--- src/sv/im_pkg.sv ---
package im_pkg;

    localparam int MaxIntervals = 32;
    localparam int ValueBits    = 32;
    localparam int IdxBits      = $clog2(MaxIntervals);
    localparam int CntBits      = $clog2(MaxIntervals + 1);

    typedef logic [ValueBits-1:0] t_value;
    typedef logic [IdxBits-1:0]   t_idx;
    typedef logic [CntBits-1:0]   t_cnt;

    typedef struct packed {
        logic signed [ValueBits-1:0] interval_start;
        logic signed [ValueBits-1:0] interval_end;
        logic                        last_item;
    } t_in_word;

    typedef struct packed {
        logic signed [ValueBits-1:0] merged_start;
        logic signed [ValueBits-1:0] merged_end;
        logic                        last_result;
        logic                        dropped_flag;
    } t_out_word;

    // one stored interval, keys with sign bit flipped
    typedef struct packed {
        t_value s;
        t_value e;
    } t_entry;

    // memory port request from the controller
    typedef struct packed {
        logic   rd_en;
        t_idx   rd_addr;
        logic   wr_en;
        t_idx   wr_addr;
        t_entry wr_data;
    } t_mem_req;

    function automatic t_value to_key(input t_value v);
        to_key = v ^ {1'b1, {(ValueBits-1){1'b0}}};
    endfunction

    // a sorts before or equal to b
    function automatic logic entry_le(input t_entry a, input t_entry b);
        entry_le = (a.s < b.s) || ((a.s == b.s) && (a.e <= b.e));
    endfunction

endpackage

--- src/sv/im_ram.sv ---
module im_ram #(
    parameter int Depth = 32,
    parameter int Width = 64
) (
    input  logic                     i_clk,
    input  logic                     i_rd_en,
    input  logic [$clog2(Depth)-1:0] i_rd_addr,
    output logic [Width-1:0]         o_rd_data,
    input  logic                     i_wr_en,
    input  logic [$clog2(Depth)-1:0] i_wr_addr,
    input  logic [Width-1:0]         i_wr_data
);

    logic [Width-1:0] r_mem [Depth];

    always_ff @(posedge i_clk) begin
        if (i_wr_en) begin
            r_mem[i_wr_addr] <= i_wr_data;
        end
        if (i_rd_en) begin
            o_rd_data <= r_mem[i_rd_addr];
        end
    end

endmodule

--- src/sv/im_ctrl.sv ---
module im_ctrl (
    input  logic               i_clk,
    input  logic               i_rst_n,
    input  logic               i_valid,
    output logic               o_ready,
    input  im_pkg::t_in_word   i_data,
    output logic               o_valid,
    input  logic               i_ready,
    output im_pkg::t_out_word  o_data,
    output im_pkg::t_mem_req   o_mem,
    input  im_pkg::t_entry     i_rd_data
);

    typedef enum logic [2:0] {
        ST_IDLE,
        ST_SHIFT_RD,
        ST_SHIFT_CMP,
        ST_SCAN_RD,
        ST_SCAN,
        ST_EMIT
    } t_state;

    t_state           r_state, n_state;
    im_pkg::t_cnt     r_count, n_count;
    logic             r_ovf, n_ovf;
    im_pkg::t_cnt     r_pos, n_pos;       // insertion hole / next scan address
    im_pkg::t_entry   r_new, n_new;       // interval being inserted
    logic             r_last, n_last;
    im_pkg::t_entry   r_cur, n_cur;       // running merged group
    logic             r_have, n_have;
    logic             r_final, n_final;
    logic             r_ovalid, n_ovalid;
    im_pkg::t_out_word r_odata, n_odata;
    im_pkg::t_mem_req n_mem;

    im_pkg::t_entry   w_in;
    im_pkg::t_entry   w_done;
    logic             w_accept;
    logic             w_slot_free;

    assign w_in.s = im_pkg::to_key(i_data.interval_start);
    assign w_in.e = im_pkg::to_key(i_data.interval_end);
    assign w_done.s = im_pkg::to_key(r_cur.s);
    assign w_done.e = im_pkg::to_key(r_cur.e);

    // input stays closed while a result word waits
    assign o_ready     = (r_state == ST_IDLE) && !r_ovalid;
    assign w_accept    = i_valid && o_ready;
    assign w_slot_free = !r_ovalid || i_ready;
    assign o_valid = r_ovalid;
    assign o_data  = r_odata;
    assign o_mem   = n_mem;

    always_comb begin
        n_state  = r_state;
        n_count  = r_count;
        n_ovf    = r_ovf;
        n_pos    = r_pos;
        n_new    = r_new;
        n_last   = r_last;
        n_cur    = r_cur;
        n_have   = r_have;
        n_final  = r_final;
        n_odata  = r_odata;
        n_ovalid = r_ovalid && !i_ready;
        n_mem    = '0;
        unique case (r_state)
            ST_IDLE: begin
                if (w_accept) begin
                    n_new  = w_in;
                    n_last = i_data.last_item;
                    n_pos  = r_count;
                    if (r_count == im_pkg::t_cnt'(im_pkg::MaxIntervals)) begin
                        n_ovf = 1'b1;
                        n_pos = '0;
                        n_state = i_data.last_item ? ST_SCAN_RD : ST_IDLE;
                    end else if (r_count == '0) begin
                        n_mem.wr_en   = 1'b1;
                        n_mem.wr_addr = '0;
                        n_mem.wr_data = w_in;
                        n_count = im_pkg::t_cnt'(1);
                        n_pos   = '0;
                        n_state = i_data.last_item ? ST_SCAN_RD : ST_IDLE;
                    end else begin
                        n_state = ST_SHIFT_RD;
                    end
                end
            end
            ST_SHIFT_RD: begin
                n_mem.rd_en   = 1'b1;
                n_mem.rd_addr = im_pkg::t_idx'(r_pos - im_pkg::t_cnt'(1));
                n_state = ST_SHIFT_CMP;
            end
            ST_SHIFT_CMP: begin
                n_mem.wr_en   = 1'b1;
                n_mem.wr_addr = r_pos[im_pkg::IdxBits-1:0];
                if (r_pos == '0 || im_pkg::entry_le(i_rd_data, r_new)) begin
                    n_mem.wr_data = r_new;
                    n_count = r_count + im_pkg::t_cnt'(1);
                    n_pos   = '0;
                    n_state = r_last ? ST_SCAN_RD : ST_IDLE;
                end else begin
                    n_mem.wr_data = i_rd_data;
                    n_pos = r_pos - im_pkg::t_cnt'(1);
                    // at the head the hole is filled next cycle without a read
                    if (r_pos != im_pkg::t_cnt'(1)) begin
                        n_mem.rd_en   = 1'b1;
                        n_mem.rd_addr = im_pkg::t_idx'(r_pos - im_pkg::t_cnt'(2));
                    end
                end
            end
            ST_SCAN_RD: begin
                n_mem.rd_en   = 1'b1;
                n_mem.rd_addr = '0;
                n_pos   = im_pkg::t_cnt'(1);
                n_have  = 1'b0;
                n_state = ST_SCAN;
            end
            ST_SCAN: begin
                if (r_have && (i_rd_data.s > r_cur.e)) begin
                    // entry opens a new group; it stays on the read port through emit
                    n_final = 1'b0;
                    n_state = ST_EMIT;
                end else begin
                    if (!r_have) begin
                        n_cur = i_rd_data;
                    end else if (i_rd_data.e > r_cur.e) begin
                        n_cur.e = i_rd_data.e;
                    end
                    n_have = 1'b1;
                    if (r_pos >= r_count) begin
                        n_final = 1'b1;
                        n_state = ST_EMIT;
                    end else begin
                        n_mem.rd_en   = 1'b1;
                        n_mem.rd_addr = r_pos[im_pkg::IdxBits-1:0];
                        n_pos = r_pos + im_pkg::t_cnt'(1);
                    end
                end
            end
            ST_EMIT: begin
                if (w_slot_free) begin
                    n_ovalid = 1'b1;
                    n_odata.merged_start = w_done.s;
                    n_odata.merged_end   = w_done.e;
                    n_odata.last_result  = r_final;
                    n_odata.dropped_flag = r_ovf;
                    if (r_final) begin
                        n_count = '0;
                        n_ovf   = 1'b0;
                        n_pos   = '0;
                        n_have  = 1'b0;
                        n_state = ST_IDLE;
                    end else begin
                        n_cur = i_rd_data;
                        if (r_pos >= r_count) begin
                            n_final = 1'b1;
                        end else begin
                            n_mem.rd_en   = 1'b1;
                            n_mem.rd_addr = r_pos[im_pkg::IdxBits-1:0];
                            n_pos = r_pos + im_pkg::t_cnt'(1);
                            n_state = ST_SCAN;
                        end
                    end
                end
            end
            default: n_state = ST_IDLE;
        endcase
    end

    always_ff @(posedge i_clk) begin
        if (!i_rst_n) begin
            r_state  <= ST_IDLE;
            r_count  <= '0;
            r_ovf    <= 1'b0;
            r_ovalid <= 1'b0;
            r_have   <= 1'b0;
            r_final  <= 1'b0;
            r_pos    <= '0;
        end else begin
            r_state  <= n_state;
            r_count  <= n_count;
            r_ovf    <= n_ovf;
            r_have   <= n_have;
            r_pos    <= n_pos;
            r_final  <= n_final;
            r_ovalid <= n_ovalid;
        end
        r_new   <= n_new;
        r_last  <= n_last;
        r_cur   <= n_cur;
        r_odata <= n_odata;
    end

endmodule

--- src/sv/interval_merger.sv ---
// Insert: an empty table takes the word directly and a full table drops it; else
// the k entries above the insertion point shift up one slot (one memory read and one write per cycle).
// After the last word: ST_SCAN_RD starts the scan, ST_SCAN walks the stored entries and
// ST_EMIT sends each merged word; each word is held until taken, and input stays closed until then.
// Reset (synchronous, active low) empties the table and clears the drop
// flag; table contents are not cleared.
module interval_merger (
    input  logic              i_clk,
    input  logic              i_rst_n,
    input  logic              i_valid,
    output logic              o_ready,
    input  im_pkg::t_in_word  i_data,
    output logic              o_valid,
    input  logic              i_ready,
    output im_pkg::t_out_word o_data
);

    im_pkg::t_mem_req w_mem;
    im_pkg::t_entry   w_rd;

    im_ctrl u_ctrl (
        .i_clk     (i_clk),
        .i_rst_n   (i_rst_n),
        .i_valid   (i_valid),
        .o_ready   (o_ready),
        .i_data    (i_data),
        .o_valid   (o_valid),
        .i_ready   (i_ready),
        .o_data    (o_data),
        .o_mem     (w_mem),
        .i_rd_data (w_rd)
    );

    im_ram #(
        .Depth (im_pkg::MaxIntervals),
        .Width ($bits(im_pkg::t_entry))
    ) u_ram (
        .i_clk     (i_clk),
        .i_rd_en   (w_mem.rd_en),
        .i_rd_addr (w_mem.rd_addr),
        .o_rd_data (w_rd),
        .i_wr_en   (w_mem.wr_en),
        .i_wr_addr (w_mem.wr_addr),
        .i_wr_data (w_mem.wr_data)
    );

endmodule

--- config.mk ---
export PLATFORM = sky130hd
export DESIGN_NAME = interval_merger
export DESIGN_NICKNAME = d
export VERILOG_FILES = /design/src/sv/im_pkg.sv /design/src/sv/im_ram.sv /design/src/sv/im_ctrl.sv /design/src/sv/interval_merger.sv
export SDC_FILE = /design/constraint.sdc
export NUM_CORES = 2
export LEC_CHECK = 0
export BUFFER_PORTS_ARGS = -buffer_cell sky130_fd_sc_hd__buf_2
export CORE_ASPECT_RATIO = 1.75
export CORE_MARGIN = 5
export CORE_UTILIZATION = 35
export DETAILED_ROUTE_END_ITERATION = 7
export PLACE_DENSITY = 0.48
export SLEW_MARGIN = 20
export SYNTH_ARGS = -nofsm -noshare
export SYNTH_HDL_FRONTEND = slang
export SYNTH_SLANG_ARGS = --single-unit
--- constraint.sdc ---
create_clock -name i_clk -period 8.55 [get_ports i_clk]
set_input_delay 1.71 -clock i_clk [delete_from_list [all_inputs] [get_ports i_clk]]
set_output_delay 1.71 -clock i_clk [all_outputs]
set_load 0.01 [all_outputs]
==> flow_summary.json <==
{
  "max_clock_freq_mhz": 153,
  "yosysSeqAreaShare_pct": 73.7,
  "numCtsBuffers": 210,
  "startpoint_type": "register",
  "synth_flop_cell": "edfxtp_1",
  "outcome": "finished clean",
  "wl_per_cell_um": 32.2,
  "power_frac_seq_pct": 40.2,
  "drc": 0,
  "ys_warn_count": 0,
  "coreArea_um2": 269000,
  "crit_path_frequent_cell": "buf_4",
  "combPwrFrac_pct": 36.0,
  "stdcell_count": 10400,
  "ys_ff_latch": 2326,
  "cts_root_buf": "clkbuf_16",
  "final-setup-viol-count": 0,
  "p_switching_mw": 15.3,
  "tightestPinTransition_ns": 1.23,
  "via_count": 59500,
  "slowest_delay_ns": 0.79,
  "dp.cells": 10000,
  "synth_top_area_cell": "edfxtp_1",
  "cts_max_path_buffers": 4,
  "wirelength_mm": 334,
  "worst_ep_arrival_time_ns": 7.06,
  "powerDensity_nw_per_um2": 364,
  "crit_chain": "ha_1, nand4_1, or4_4, nor4_2, o211ai_1, a21o_1, and3_4, nand3_2, o21a_4, buf_4, buf_4, a211oi_1, a31oi_1, o221ai_1, nor3_1",
  "vias_per_cell": 5.72,
  "finalCritPeriodShare_pct": 76.2,
  "whs_path_depth": 0,
  "max-slew-margin-rel_pct": 17.6,
  "crit_family": "simple AND/OR/NAND/NOR gates",
  "slew_viol_final": 0,
  "holdWs_ns": 0.420,
  "finClkSkew_ns": 0.0692,
  "numPortBuffers": 136,
  "synth_most_common_cell": "edfxtp_1",
  "crit_type": "reg -> reg",
  "hold_buffers": 0,
  "die_h_um": 697,
  "start_util_pct": 35.1,
  "grt_pass1_wl_mm": 462,
  "synth-async-reset-ratio_pct": 0,
  "grt_usage_pct": 23.0,
  "synth_top_area_share_pct": 73.3,
  "finalCriticalPeriod_ns": 6.52,
  "p_leak_nw": 36.1,
  "hpwlAfterDp_mm": 188,
  "fin_area_um2": 107000,
  "grt_pass1_vias": 58200,
  "required_ns": 9.09,
  "die_width_um": 403,
  "syn_area_um2": 94500,
  "dp_slack_ns": 1.29,
  "final_nets": 6887,
  "overflow": 0,
  "synthCells": 6527,
  "syn_area_per_cell_um2": 14.5,
  "r2r_slack_ns": 2.03,
  "ant_nets": 0,
  "intPower_mw": 23.6,
  "pwr-share-clk_pct": 23.8,
  "cp-end-kind": "register",
  "cts_tree": "done",
  "syn2layout_area_growth_pct": 13.3,
  "io_pins": 137,
  "clk_pin_slew_ns": 0.07,
  "synth_edf_count": 2307,
  "crit_buf_inv": 2,
  "slowest_stage": "nor3_1",
  "postCtsResizedCells": 0,
  "postCtsSetupBuffers": 0,
  "cts_num_sinks": 2326,
  "finalHoldViolCount": 0,
  "drv.max_cap_violation_count": 0,
  "ys_top_cells_by_count": "edfxtp_1, nand2_1, and3_1, nand3_1, a211oi_1",
  "rsz0062_at_grt": "no",
  "drive_gt1_share_pct": 11.8,
  "min_path_type": "reg -> reg",
  "synth_cell_type_count": 77,
  "ir_drop_mv": 0.283,
  "finalSetupTns_ns": 0,
  "cp_num_cells": 15,
  "insertion_delay_ns": 0.90,
  "gp_congestion": 0.871,
  "die-area_um2": 281000,
  "cp_max_fo": 31,
  "switching_share_pct": 39.3,
  "dpl-instance-area_um2": 101000,
  "worstRegToRegCells": 15,
  "firstDrtPassIters": 5,
  "antenna_found_initial": 17,
  "core.rowCount": 252,
  "ys_top_cells_by_area": "edfxtp_1, nand2_1, mux2i_1, a211oi_1, and3_1",
  "cts-htree-levels": 4,
  "worst_slack_ns": 2.03,
  "synth_nets": 6739,
  "grt_max_degree": 117,
  "drt_iter0_drc": 5728
}
## per-stage QoR
stage | power [mW] | util [%]
after global routing | 40.4 | 39.8
final | 38.9 | 39.8
after detailed placement | 29.8 | 37.4
after global placement | 29.6 | 37.3
after CTS | 39.1 | 39.8
after floorplan | 23.3 | -
## cells by family (layout without fill, tap and decap cells)
kind of cell	after synthesis	in the layout	synth area share, %
compound gates	1197	1197	8.93
mux	273	273	2.90
simple gates	2037	2037	9.75
xor+xnor	7	7	0.0649
flops	2326	2326	73.7
buf+inv	544	843	2.77
fa+ha+maj	143	143	1.89
other cells	0	8	0
## cells in the final DEF (no fill, tap or decap), types with 114 or more instances in the layout
master,netlist,routed
mux2i_1,270,269
a31oi_1,131,131
inv_1,116,116
nand3_1,295,294
and3_1,307,305
nand2_1,1157,1152
clkbuf_16,0,211
a211oi_1,276,276
buf_2,179,137
buf_4,39,180
edfxtp_1,2307,2307
a311oi_1,114,114
ha_1,143,143
a21oi_1,173,171
## metal layers
metal	routed length, µm	vias up	track usage, %
li1	-	25500	-
met1	128000	31100	28.2
met5	41	-	0
met3	20000	575	2.84
met4	15000	6	9.56
met2	171000	2272	40.8
## registers in the layout, summed over array words and instances, names as in the netlist, 3 cells and up
signal           count
u_ctrl.r_new        64
u_ctrl.o_data       66
u_ram.o_rd_data     64
u_ctrl.r_state       3
u_ctrl.r_pos         6
u_ctrl.r_count       6
u_ram.r_mem       2048
u_ctrl.r_cur        64
## power by group through the flow
stage | combinational (mW) | sequential [mW] | clock, mW
after detailed placement | 14.0 | 15.9 | 0
after global routing | 14.8 | 15.7 | 9.87
after global placement | 13.7 | 15.9 | 0
final | 14.0 | 15.6 | 9.28
after floorplan | 7.71 | 15.5 | 0
after CTS | 14.0 | 15.6 | 9.44
## worst paths after layout
| kind | end | from |
|---|---|---|
| setup / recovery | u_ram.o_rd_data[54] | u_ram.o_rd_data[55] |
| hold / removal | u_ctrl.o_data[38] | u_ctrl.r_cur[36] |
| setup reg to reg | u_ram.o_rd_data[54] | u_ram.o_rd_data[55] |
| hold reg to reg | u_ctrl.o_data[38] | u_ctrl.r_cur[36] |
## area by class of cell
class | count | area, µm²
well taps | 3556 | 4450
clock inverters | 110 | 1020
inverters | 116 | 435
diodes | 8 | 20.0
clock buffers | 253 | 5440
multi-input cells | 3657 | 23100
repair buffers | 364 | 2970
flip-flops and latches | 2326 | 69700
fillers | 24700 | 162000
Power figures use the tool's default switching activity.
